[src/rtl/core/block_fir_filter_zero_padded_macros.svh]
// Assertion macros shared by the block_fir_filter_zero_padded RTL.
// No dependencies; the bodies collapse to nothing when SYNTHESIS is defined.
`ifndef BLOCK_FIR_FILTER_ZERO_PADDED_MACROS_SVH
`define BLOCK_FIR_FILTER_ZERO_PADDED_MACROS_SVH
`ifndef SYNTHESIS
// Same-cycle implication checked at every rising clock edge outside reset.
`define FZP_ASSERT_IMPL(label, clk, rst, ante, cons) \
   label: assert property (@(posedge clk) disable iff (rst) (ante) |-> (cons)) \
      else $error("same-cycle check failed");
// Next-cycle implication checked at every rising clock edge outside reset.
`define FZP_ASSERT_NEXT(label, clk, rst, ante, cons) \
   label: assert property (@(posedge clk) disable iff (rst) (ante) |=> (cons)) \
      else $error("next-cycle check failed");
`else
`define FZP_ASSERT_IMPL(label, clk, rst, ante, cons)
`define FZP_ASSERT_NEXT(label, clk, rst, ante, cons)
`endif
`endif

[src/rtl/core/fir_zp_pkg.sv]
`timescale 1ns / 1ps
// Shared constants and types for the zero-padded block FIR filter.
// No dependencies; used by fir_zp_mac and block_fir_filter_zero_padded.
package fir_zp_pkg;

   localparam int TAPS       = 32;
   localparam int HALF_TAPS  = TAPS / 2;
   localparam int DELAY      = TAPS - HALF_TAPS;

   localparam int SAMPLE_W   = 12;
   localparam int COEFF_W    = 16;
   localparam int IDX_W      = 7;
   localparam int OUT_W      = 16;
   localparam int FRAC_BITS  = 15;

   localparam int DIGIT_W    = 4;
   localparam int NUM_DIGITS = SAMPLE_W / DIGIT_W;
   localparam int DIG_W      = (NUM_DIGITS > 1) ? $clog2(NUM_DIGITS) : 1;
   localparam int TAP_W      = (TAPS > 1) ? $clog2(TAPS) : 1;
   localparam int FILL_W     = $clog2(DELAY + 1);

   localparam int CW_W       = COEFF_W + SAMPLE_W - DIGIT_W;
   localparam int PROD_W     = CW_W + DIGIT_W + 1;
   localparam int ACC_W      = COEFF_W + SAMPLE_W + 1 + TAP_W;
   localparam int Q_W        = ACC_W - FRAC_BITS;

   localparam logic OP_SAMPLE = 1'b0;
   localparam logic OP_COEFF  = 1'b1;

   typedef struct packed {
      logic en;
      logic load_tap;
      logic clear_acc;
      logic round;
   } mac_ctrl_type;

endpackage

[src/rtl/core/fir_zp_mac.sv]
`timescale 1ns / 1ps
// Digit-serial multiply-accumulate unit with rounding toward zero and saturation.
// Depends on fir_zp_pkg.
module fir_zp_mac (
   input  logic                                 clock,
   input  fir_zp_pkg::mac_ctrl_type             ctrl,
   input  logic signed [fir_zp_pkg::COEFF_W-1:0] coeff,
   input  logic [fir_zp_pkg::SAMPLE_W-1:0]      sample,
   output logic signed [fir_zp_pkg::OUT_W-1:0]  result
);
   import fir_zp_pkg::*;

   localparam int ROUND_BIAS = (1 << FRAC_BITS) - 1;
   localparam logic signed [Q_W-1:0]   Q_MAX   = Q_W'((1 << (OUT_W - 1)) - 1);
   localparam logic signed [Q_W-1:0]   Q_MIN   = Q_W'(-(1 << (OUT_W - 1)));
   localparam logic signed [OUT_W-1:0] OUT_MAX = OUT_W'((1 << (OUT_W - 1)) - 1);
   localparam logic signed [OUT_W-1:0] OUT_MIN = OUT_W'(-(1 << (OUT_W - 1)));

   logic signed [CW_W-1:0]   cw_ff, cw_in, cw_cur;
   logic [SAMPLE_W-1:0]      sh_ff, sh_in, sh_src;
   logic [DIGIT_W-1:0]       digit;
   logic signed [PROD_W-1:0] prod;
   logic signed [ACC_W-1:0]  acc_ff, acc_in, acc_base, adj;
   logic signed [Q_W-1:0]    q_ff, q_in;

   // The coefficient is pre-shifted by one digit weight per cycle while the unit is enabled, so each
   // product lines up with the accumulator without a variable shifter.
   always_comb begin
      cw_cur   = ctrl.load_tap ? CW_W'(coeff) : cw_ff;
      sh_src   = ctrl.load_tap ? sample : sh_ff;
      digit    = sh_src[DIGIT_W-1:0];
      prod     = cw_cur * $signed({1'b0, digit});
      acc_base = ctrl.clear_acc ? '0 : acc_ff;
      acc_in   = acc_base + ACC_W'(prod);
      cw_in    = cw_cur <<< DIGIT_W;
      sh_in    = sh_src >> DIGIT_W;
      adj      = acc_ff + (acc_ff[ACC_W-1] ? ACC_W'(ROUND_BIAS) : ACC_W'(0));
      q_in     = adj[ACC_W-1:FRAC_BITS];
   end

   always_comb begin
      if (q_ff > Q_MAX) begin
         result = OUT_MAX;
      end else if (q_ff < Q_MIN) begin
         result = OUT_MIN;
      end else begin
         result = OUT_W'(q_ff);
      end
   end

   always_ff @(posedge clock) begin
      if (ctrl.en) begin
         acc_ff <= acc_in;
         cw_ff  <= cw_in;
         sh_ff  <= sh_in;
      end
      if (ctrl.round) begin
         q_ff <= q_in;
      end
   end

endmodule

[src/rtl/core/block_fir_filter_zero_padded.sv]
`timescale 1ns / 1ps
// Top level of the zero-padded block FIR filter for 12-bit ADC samples.
// Depends on fir_zp_pkg, fir_zp_mac and block_fir_filter_zero_padded_macros.svh.
//
// Usage. Items enter on the req_ channel with a valid/ready transfer. With
// req_op at its coefficient code an item writes req_coeff_value into tap
// req_coeff_index (an index at or above the tap count is ignored) and gives
// no result. Otherwise it carries one ADC sample; req_block_end marks the
// last sample of a block. Outputs leave on the rsp_ channel, rsp_last set on
// the final output of each block. Samples outside a block count as zero.
// A coefficient write ends at its transfer; a sample that gives no result is
// taken and then shifted into the window. Each output is summed tap by tap,
// one 4-bit digit at a time, in the shared multiply-accumulate unit, then
// rounded and handed over. A block end shifts in (DELAY - fill) zeros, fill
// counting that last sample, and then gives one output per sample held, so up
// to 17 outputs come from one item.
// Only one item is in work at a time; req_ready is high while idle.
// Reset clears the coefficients, the sample window and the block fill count.
// When the receiver stalls, a finished output waits in the output register;
// new items are still taken until the next output needs that register.
`include "block_fir_filter_zero_padded_macros.svh"
module block_fir_filter_zero_padded (
   input  logic                                  clock,
   input  logic                                  reset,
   input  logic                                  req_valid,
   output logic                                  req_ready,
   input  logic                                  req_op,
   input  logic [fir_zp_pkg::SAMPLE_W-1:0]       req_sample,
   input  logic                                  req_block_end,
   input  logic [fir_zp_pkg::IDX_W-1:0]          req_coeff_index,
   input  logic signed [fir_zp_pkg::COEFF_W-1:0] req_coeff_value,
   output logic                                  rsp_valid,
   input  logic                                  rsp_ready,
   output logic signed [fir_zp_pkg::OUT_W-1:0]   rsp_filtered,
   output logic                                  rsp_last
);
   import fir_zp_pkg::*;

   localparam logic [2:0] S_IDLE  = 3'd0;
   localparam logic [2:0] S_MAC   = 3'd1;
   localparam logic [2:0] S_RND   = 3'd2;
   localparam logic [2:0] S_OUT   = 3'd3;
   localparam logic [2:0] S_SHIFT = 3'd4;
   localparam logic [2:0] S_PAD   = 3'd5;

   localparam logic [FILL_W-1:0] FILL_FULL = FILL_W'(DELAY);
   localparam logic [FILL_W-1:0] ONE       = FILL_W'(1);

   logic [2:0]                state_ff, state_in;
   logic signed [COEFF_W-1:0] coeff_ff [TAPS];
   logic signed [COEFF_W-1:0] coeff_in [TAPS];
   logic [SAMPLE_W-1:0]       win_ff [TAPS];
   logic [SAMPLE_W-1:0]       win_in [TAPS];
   logic [FILL_W-1:0]         fill_ff, fill_in, fill_inc;
   logic [FILL_W-1:0]         pad_ff, pad_in;
   logic [FILL_W-1:0]         fcnt_ff, fcnt_in;
   logic [TAP_W-1:0]          tap_ff, tap_in;
   logic [DIG_W-1:0]          dig_ff, dig_in;
   logic                      flush_ff, flush_in;
   logic                      bend_ff, bend_in;
   logic [SAMPLE_W-1:0]       sample_ff, sample_in;
   logic                      rsp_valid_ff, rsp_valid_in;
   logic signed [OUT_W-1:0]   rsp_filtered_ff, rsp_filtered_in;
   logic                      rsp_last_ff, rsp_last_in;

   logic                      req_fire, out_free, last_dig, last_tap;
   logic                      win_shift, win_rot, win_clr;
   logic [SAMPLE_W-1:0]       shift_val;
   mac_ctrl_type              mac_ctrl;
   logic signed [OUT_W-1:0]   mac_result;

   assign req_ready    = (state_ff == S_IDLE);
   assign req_fire     = req_valid && req_ready;
   assign out_free     = !rsp_valid_ff || rsp_ready;
   assign rsp_valid    = rsp_valid_ff;
   assign rsp_filtered = rsp_filtered_ff;
   assign rsp_last     = rsp_last_ff;

   assign last_dig = (dig_ff == DIG_W'(NUM_DIGITS - 1));
   assign last_tap = (tap_ff == TAP_W'(TAPS - 1));
   assign fill_inc = (fill_ff < FILL_FULL) ? fill_ff + ONE : fill_ff;

   // The window rotates by one place after each tap, so the unit always
   // reads the oldest-first entry at position zero and, after a full pass,
   // the window is back where it started.
   always_comb begin
      mac_ctrl.en        = (state_ff == S_MAC);
      mac_ctrl.load_tap  = (dig_ff == '0);
      mac_ctrl.clear_acc = (dig_ff == '0) && (tap_ff == '0);
      mac_ctrl.round     = (state_ff == S_RND);
   end

   fir_zp_mac u_mac (
      .clock  (clock),
      .ctrl   (mac_ctrl),
      .coeff  (coeff_ff[tap_ff]),
      .sample (win_ff[0]),
      .result (mac_result)
   );

   // Sequencer. A sample with a full fill first produces the output of the
   // current window, then shifts itself in. A block end pads the window
   // with zeros up to the delay and then produces one output per sample
   // held, shifting in one zero between outputs.
   always_comb begin
      state_in        = state_ff;
      coeff_in        = coeff_ff;
      fill_in         = fill_ff;
      pad_in          = pad_ff;
      fcnt_in         = fcnt_ff;
      tap_in          = tap_ff;
      dig_in          = dig_ff;
      flush_in        = flush_ff;
      bend_in         = bend_ff;
      sample_in       = sample_ff;
      rsp_valid_in    = rsp_valid_ff && !rsp_ready;
      rsp_filtered_in = rsp_filtered_ff;
      rsp_last_in     = rsp_last_ff;
      win_shift       = 1'b0;
      win_rot         = 1'b0;
      win_clr         = 1'b0;
      shift_val       = '0;

      case (state_ff)
         S_IDLE: begin
            if (req_fire) begin
               if (req_op == OP_COEFF) begin
                  if (req_coeff_index < IDX_W'(TAPS)) begin
                     coeff_in[req_coeff_index[TAP_W-1:0]] = req_coeff_value;
                  end
               end else begin
                  sample_in = req_sample;
                  bend_in   = req_block_end;
                  flush_in  = 1'b0;
                  state_in  = (fill_ff == FILL_FULL) ? S_MAC : S_SHIFT;
               end
            end
         end
         S_MAC: begin
            if (last_dig) begin
               dig_in  = '0;
               win_rot = 1'b1;
               if (last_tap) begin
                  tap_in   = '0;
                  state_in = S_RND;
               end else begin
                  tap_in = tap_ff + TAP_W'(1);
               end
            end else begin
               dig_in = dig_ff + DIG_W'(1);
            end
         end
         S_RND: begin
            state_in = S_OUT;
         end
         S_OUT: begin
            if (out_free) begin
               rsp_valid_in    = 1'b1;
               rsp_filtered_in = mac_result;
               rsp_last_in     = flush_ff && (fcnt_ff == ONE);
               if (!flush_ff) begin
                  state_in = S_SHIFT;
               end else if (fcnt_ff == ONE) begin
                  win_clr  = 1'b1;
                  fill_in  = '0;
                  state_in = S_IDLE;
               end else begin
                  fcnt_in   = fcnt_ff - ONE;
                  win_shift = 1'b1;
                  state_in  = S_MAC;
               end
            end
         end
         S_SHIFT: begin
            win_shift = 1'b1;
            shift_val = sample_ff;
            fill_in   = fill_inc;
            if (bend_ff) begin
               flush_in = 1'b1;
               fcnt_in  = fill_inc;
               pad_in   = FILL_FULL - fill_inc;
               state_in = (fill_inc == FILL_FULL) ? S_MAC : S_PAD;
            end else begin
               state_in = S_IDLE;
            end
         end
         S_PAD: begin
            win_shift = 1'b1;
            pad_in    = pad_ff - ONE;
            if (pad_ff == ONE) begin
               state_in = S_MAC;
            end
         end
         default: begin
            state_in = S_IDLE;
         end
      endcase
   end

   always_comb begin
      win_in = win_ff;
      if (win_clr) begin
         for (int i = 0; i < TAPS; i++) begin
            win_in[i] = '0;
         end
      end else if (win_shift || win_rot) begin
         for (int i = 0; i < TAPS - 1; i++) begin
            win_in[i] = win_ff[i + 1];
         end
         win_in[TAPS-1] = win_shift ? shift_val : win_ff[0];
      end
   end

   always_ff @(posedge clock) begin
      if (reset) begin
         state_ff     <= S_IDLE;
         fill_ff      <= '0;
         tap_ff       <= '0;
         dig_ff       <= '0;
         flush_ff     <= 1'b0;
         rsp_valid_ff <= 1'b0;
         for (int i = 0; i < TAPS; i++) begin
            coeff_ff[i] <= '0;
            win_ff[i]   <= '0;
         end
      end else begin
         state_ff     <= state_in;
         fill_ff      <= fill_in;
         tap_ff       <= tap_in;
         dig_ff       <= dig_in;
         flush_ff     <= flush_in;
         rsp_valid_ff <= rsp_valid_in;
         coeff_ff     <= coeff_in;
         win_ff       <= win_in;
      end
   end

   always_ff @(posedge clock) begin
      pad_ff          <= pad_in;
      fcnt_ff         <= fcnt_in;
      bend_ff         <= bend_in;
      sample_ff       <= sample_in;
      rsp_filtered_ff <= rsp_filtered_in;
      rsp_last_ff     <= rsp_last_in;
   end

   `FZP_ASSERT_IMPL(a_fill_bounded, clock, reset, 1'b1, fill_ff <= FILL_FULL)
   `FZP_ASSERT_IMPL(a_pad_nonzero, clock, reset, state_ff == S_PAD, pad_ff != '0)
   `FZP_ASSERT_IMPL(a_flush_count, clock, reset, flush_ff && (state_ff == S_MAC), (fcnt_ff != '0) && (fcnt_ff <= FILL_FULL))
   `FZP_ASSERT_NEXT(a_block_closed, clock, reset, (state_ff == S_OUT) && out_free && flush_ff && (fcnt_ff == ONE), (fill_ff == '0) && (state_ff == S_IDLE) && rsp_last)

endmodule

[config.mk]
export PLATFORM = sky130hd
export DESIGN_NAME = block_fir_filter_zero_padded
export DESIGN_NICKNAME = d
export VERILOG_FILES = /design/src/rtl/core/fir_zp_pkg.sv /design/src/rtl/core/fir_zp_mac.sv /design/src/rtl/core/block_fir_filter_zero_padded.sv
export VERILOG_INCLUDE_DIRS = /design/src /design/src/rtl/core
export SDC_FILE = /design/constraint.sdc
export NUM_CORES = 2
export LEC_CHECK = 0
export BUFFER_PORTS_ARGS = -buffer_cell sky130_fd_sc_hd__buf_2
export CORE_UTILIZATION = 40
export DETAILED_ROUTE_END_ITERATION = 12
export PLACE_DENSITY = 0.59
export RECOVER_POWER = 100
export SLEW_MARGIN = 20
export SYNTH_ARGS = -nofsm -noshare
export SYNTH_HDL_FRONTEND = slang
export SYNTH_SLANG_ARGS = --single-unit
[constraint.sdc]
create_clock -name clock -period 14.45 [get_ports clock]
set_input_delay 4.335 -clock clock [delete_from_list [all_inputs] [get_ports clock]]
set_output_delay 4.335 -clock clock [all_outputs]
set_load 0.02 [all_outputs]
# Word level (Yosys, flattened, before mapping)

Index checks and enable logic that the tools add are counted.
Widths: inputs -> output; s select.

Flip-flop bits (word level): 1034
Bits of input ports: 41
Output and inout bits: 19
Word-level logic and storage cells: 202

$add $sub $neg: 8
Multipliers: 1
Order comparisons: 7
Equal/unequal tests: 21
Multiplexer cells: 55
Bitwise operators: 3
Reductions and logical operators: 26

Operators by type and width:

| operator             | count |
|---|---|
| $bwmux 512           | 1 |
| $bmux 16 s5          | 1 |
| $demux 16 s5         | 1 |
| $mux 16              | 4 |
| $mux 5               | 10 |
| $add 34x29->34       | 1 |
| $add 34x34->34       | 1 |
| $mux 34              | 1 |
| $mux 3               | 10 |
| $pmux 5 s2           | 3 |
| $mul 24x5->29        | 1 |
| $mux 12              | 2 |
| $mux 24              | 1 |
| $gt 19x16->1 const B | 1 |
| $lt 19x16->1 const B | 1 |
| $ne 2x2->1 const B   | 9 |
| $pmux 3 s6           | 1 |
| $eq 5x5->1 const B   | 3 |
| $mux 1               | 15 |
| $mux 15              | 1 |
| $ge 6x6->1 const B   | 2 |
| $not 5->6            | 2 |
| $reduce_and 4->1     | 3 |
| $add 5x1->5 const B  | 2 |
| 28 further kinds     | 44 |

# Depth between registers and ports, before layout

Depth after elaboration: 7
Gate-level depth with buffers: 27
Gate-level depth less buffers: 23

# Cells and area by module

A second synthesis with hierarchy kept.

Cells, all modules: 4513
Area, all modules: 48382.7 um^2

Modules (own cells, without submodules):

| module                       | times used | cells each | area an instance (um^2) | sequential area each (um^2) |
|---|---|---|---|---|
| block_fir_filter_zero_padded | 1          | 3576       | 39526.7                 | 19478.7 |
| fir_zp_mac                   | 1          | 937        | 8856.0                  | 2432.3 |

# Worst setup path before layout

No wires, ideal clock.

Path kind: input to register
Start: input port rsp_ready
End: register win_ff[296] in the netlist's numbering
Setup time: 0.132 ns
Data arrival time: 6.027 ns
Data required time: 14.318 ns
Setup slack: 8.291 ns
Stages on the path: 8
Path buffers: 3
Cell sequence: nand2b_1 -> nand2_1 -> inv_1 -> a21o_1 -> clkbuf_1 -> clkbuf_1 -> clkbuf_1 -> a21oi_1

Word-level cells in the longest chain between the ends: 4
Elaborated cells on any way between the ends: 7
Classes of those cells: mux (4); reduce/logical (3)

RTL lines:

| what                                                       | RTL line                            | source |
|---|---|---|
| start, declared                                            | block_fir_filter_zero_padded.sv:33  | `input logic rsp_ready,` |
| $logic_or 1x1->1 *                                         | block_fir_filter_zero_padded.sv:74  | `assign out_free = !rsp_valid_ff \|\| rsp_ready;` |
| $mux 1                                                     | block_fir_filter_zero_padded.sv:157 | `if (out_free) begin` |
| $pmux 1 s2 / $mux 1 (equally long branches)                | block_fir_filter_zero_padded.sv:124 | `case (state_ff)` |
| $logic_or 1x1->1 / $reduce_or 2->1 (equally long branches) | --                                  |  |
| end signal, assigned                                       | block_fir_filter_zero_padded.sv:234 | `win_ff <= win_in;` |
| end, declared                                              | block_fir_filter_zero_padded.sv:52  | `logic [SAMPLE_W-1:0] win_ff [TAPS];` |

Every way passes the cells marked *; elsewhere a longest branch is shown, timed or not.
A chain may end at the register's enable or synchronous reset.

# Worst setup path in the final report

Start: input port reset
End: register coeff_ff[231] in the netlist's numbering

RTL lines:

| what                 | RTL line                            | source |
|---|---|---|
| start, declared      | block_fir_filter_zero_padded.sv:24  | `input logic reset,` |
| end signal, assigned | block_fir_filter_zero_padded.sv:233 | `coeff_ff <= coeff_in;` |
| end, declared        | block_fir_filter_zero_padded.sv:50  | `logic signed [COEFF_W-1:0] coeff_ff [TAPS];` |

No word-level cell between the ends.

==> impl_metrics.yaml <==
run_status:
  outcome: "complete, but fails checks"
  violations: "max-capacitance violations, max-slew violations"
critical_path:
  reg2reg_to: "u_mac.acc_ff[33]$_DFFE_PP_"
  r2r_slack_ns: 3.94
  cp_max_fo: 88
  r2r_cells: 22
  startpoint_type: "input port"
  r2r_start: "tap_ff[0]$_SDFFE_PP0P_"
  arrival_ns: 11.28
  endpoint_kind: "register"
  required_ns: 14.96
  worstSetupPathType: "in2reg"
route:
  vias_per_cell: 5.282
  wl_met2_um: 54790
  routed_wl_um: 119900
  vias: 35746
  dr.max_layer_used: "met5"
  drc: 0
  drt-met1-wl_um: 54240
  drt-wirelength-per-cell_um: 17.72
  drtIter0Drc: 3009
  antenna_left: 0
  dr_wl_met3_um: 8220
  dr.pass1.iters: 5
floorplan:
  io_pins: 60
  die_w_um: 341.5
  start_util_pct: 40.31
  die_h_um: 341.5
  dieArea_mm2: 0.1166
  design.core.area_mm2: 0.1143
  row_count: 124
synthesis:
  yosysWarningCount: 0
  synth_area_leaders: "dfxtp_1 (40%), nand2_1 (16%), a21oi_1 (10%)"
  yosys_most_used_dff: "dfxtp_1"
  synth_edf_count: 121
  syn_area_mm2: 0.04610
  syn_area_per_cell_um2: 8.658
  synth_top_area_share_pct: 39.65
  yosys.area.top_type: "dfxtp_1"
  synth_common_cells: "nand2_1 (1972), a21oi_1 (956), dfxtp_1 (913)"
  synth_cells: 5324
  synth-seq-cells: 1034
  yosysSeqAreaShare_pct: 47.53
  yosysUniqueCellTypes: 73
  async_flop_share_pct: 0
  synth_most_common_cell: "nand2_1"
  syn_nets: 5544
pwr:
  vdd_ir_drop_max_mv: 0.1050
  total_power_w: 0.007028
  p_leak_nw: 17.23
  power_density_mw_per_mm2: 138.5
layout:
  drive_above_1_share_pct: 8.719
  nets: 5382
  final_cell_area_mm2: 0.05073
  area_growth_pct: 10.06
cts:
  cts_sinks: 1034
  cts_setup_buffers: 0
  clock_latency_ns: 0.72
  ctsLongestPathBuffers: 3
  cts_tree: "done"
  cts_buffers: 109
  ctsResizeCount: 0
  clk_transition_reported_paths_ns: 0.06
  cts_hold_buf: 0
  h-tree-depth: 3
  cts-root-buf: "clkbuf_16"
placement:
  post-place-ws_ns: 6.143
  place_area_mm2: 0.04704
  numPortBuffers: 59
  dp_hpwl_um: 73020
  gp_congestion: 0.8370
sta:
  setup_viol: 0
  fin_crit_ns: 10.76
  rsz0062_at_grt: "no"
  maxSlewHeadroom_pct: -168.7
  clock_skew_ns: 0.05248
  worst_slack_ns: 3.686
  drv_slew: 598
  timing.fmax_ghz: 0.09290
  worst_pin_slew_ns: 4.031
  hold_viol_final: 0
  timing.hold.ws_ns: 0.4195
  fin_setup_tns_ns: 0
  timing.final.crit_share_pct: 74.49
global_route:
  antenna_found_initial: 10
  grt-ovfl-total: 0
  grt_pass1_wl_um: 190600
  grt_pass1_vias: 33989
  grt_max_degree: 235
  grtUsageTotal_pct: 20.30
hold_path:
  hp-start: "win_ff[114]$_SDFFE_PP0P_"
  hold_class: "reg2reg"
  whs_endpoint: "win_ff[126]$_SDFFE_PP0P_"
  holdPathStages: 2
run:
  maxCapViolCount: 10
## cell families after synthesis
family	count (synthesis)	synth area share, %
flops	1034	47.53
mux	183	8.328
buf+inv	524	4.731
compound gates	1099	12.46
fa+ha+maj	179	6.259
simple gates	2246	19.56
xor+xnor	59	1.121
## layer usage
metal	track usage, %	vias up
li1	-	17307
met1	28.50	17307
met2	32.16	965
met3	3.600	165
met4	5.334	2
met5	0	-
## metrics by stage
stage / utilization (%) / cells
floorplan: - / 5324
global placement: 41.14 / 6562
detailed placement: 41.14 / 6562
CTS: 44.46 / 6764
global route: 44.36 / 6766
finish: 44.37 / 6768
## power by group
| part | total [W] | internal, W | switching (W) |
|---|---|---|---|
| clock network | 0.00292 | 0.00170 | 0.00122 |
| registers | 0.00314 | 0.00306 | 0.0000751 |
| logic | 0.000969 | 0.000237 | 0.000731 |
| total | 0.00703 | 0.00500 | 0.00203 |
## area by class of cell
| type | count | area, um^2 |
|---|---|---|
| fillers | 11129 | 63610 |
| multi-input cells | 3766 | 21980 |
| flip-flops and latches | 1034 | 21920 |
| clock buffers | 149 | 3153 |
| well taps | 1512 | 1892 |
| clock inverters | 53 | 644.4 |
| inverters | 151 | 566.8 |
| repair buffers | 100 | 565.5 |
| diodes | 3 | 7.507 |
## flip-flops by register name, indices dropped and copies added, names as in the netlist
name and flops:
u_mac.cw_ff 20, fill_ff 5, bend_ff 1, sample_ff 12, tap_ff 5, rsp_valid 1
pad_ff 5, u_mac.acc_ff 34, rsp_filtered 16, dig_ff 2, fcnt_ff 5, flush_ff 1
win_ff 384, u_mac.sh_ff 8, rsp_last 1, coeff_ff 512, state_ff 3, u_mac.q_ff 19
## critical path, cell delays in order
cell      delay, ns
clkbuf_1       2.67
clkbuf_1       2.98
buf_4          1.07
a21oi_1        0.07
## how the worst max path moves through the flow
stage	end	slack, ns	startpoint	cells after the start
2_1_floorplan	win_ff[296]$_SDFFE_PP0P_	8.29	rsp_ready	8
3_3_place_gp	u_mac.acc_ff[33]$_DFFE_PP_	6.20	tap_ff[0]$_SDFFE_PP0P_	23
3_5_place_dp	u_mac.acc_ff[33]$_DFFE_PP_	6.14	tap_ff[0]$_SDFFE_PP0P_	22
4_1_cts	u_mac.acc_ff[33]$_DFFE_PP_	6.18	tap_ff[0]$_SDFFE_PP0P_	22
5_1_grt	u_mac.acc_ff[33]$_DFFE_PP_	2.98	tap_ff[0]$_SDFFE_PP0P_	22
6_report	coeff_ff[231]$_SDFFE_PP0P_	3.69	reset	4
## cells in the final DEF, fill, tap and decap left out, types with 7 or more instances in the layout
cell | netlist | final
nor3_1 | 15 | 17
a21o_1 | 16 | 16
bufinv_16 | 0 | 9
nor2_1 | 96 | 94
nor2_2 | 16 | 18
clkbuf_8 | 0 | 21
xor2_1 | 22 | 22
inv_1 | 148 | 148
mux4_2 | 160 | 160
nand4_1 | 7 | 7
clkbuf_1 | 279 | 50
and2_1 | 24 | 18
dfxtp_1 | 913 | 910
nand2_1 | 1972 | 1973
fa_1 | 86 | 86
and2_0 | 2 | 7
nor2_8 | 8 | 8
ha_1 | 93 | 93
nor2b_1 | 33 | 33
a21oi_1 | 956 | 956
or2_2 | 8 | 8
clkinv_1 | 0 | 9
mux2i_1 | 19 | 17
clkinv_2 | 0 | 18
o21a_1 | 22 | 22
buf_2 | 69 | 33
a211oi_1 | 6 | 8
buf_4 | 4 | 29
and3_1 | 8 | 8
edfxtp_1 | 121 | 121
clkbuf_16 | 0 | 112
xnor2_1 | 37 | 37
nand3_1 | 18 | 18
o21ai_0 | 55 | 64
Power figures use the tool's default switching activity.
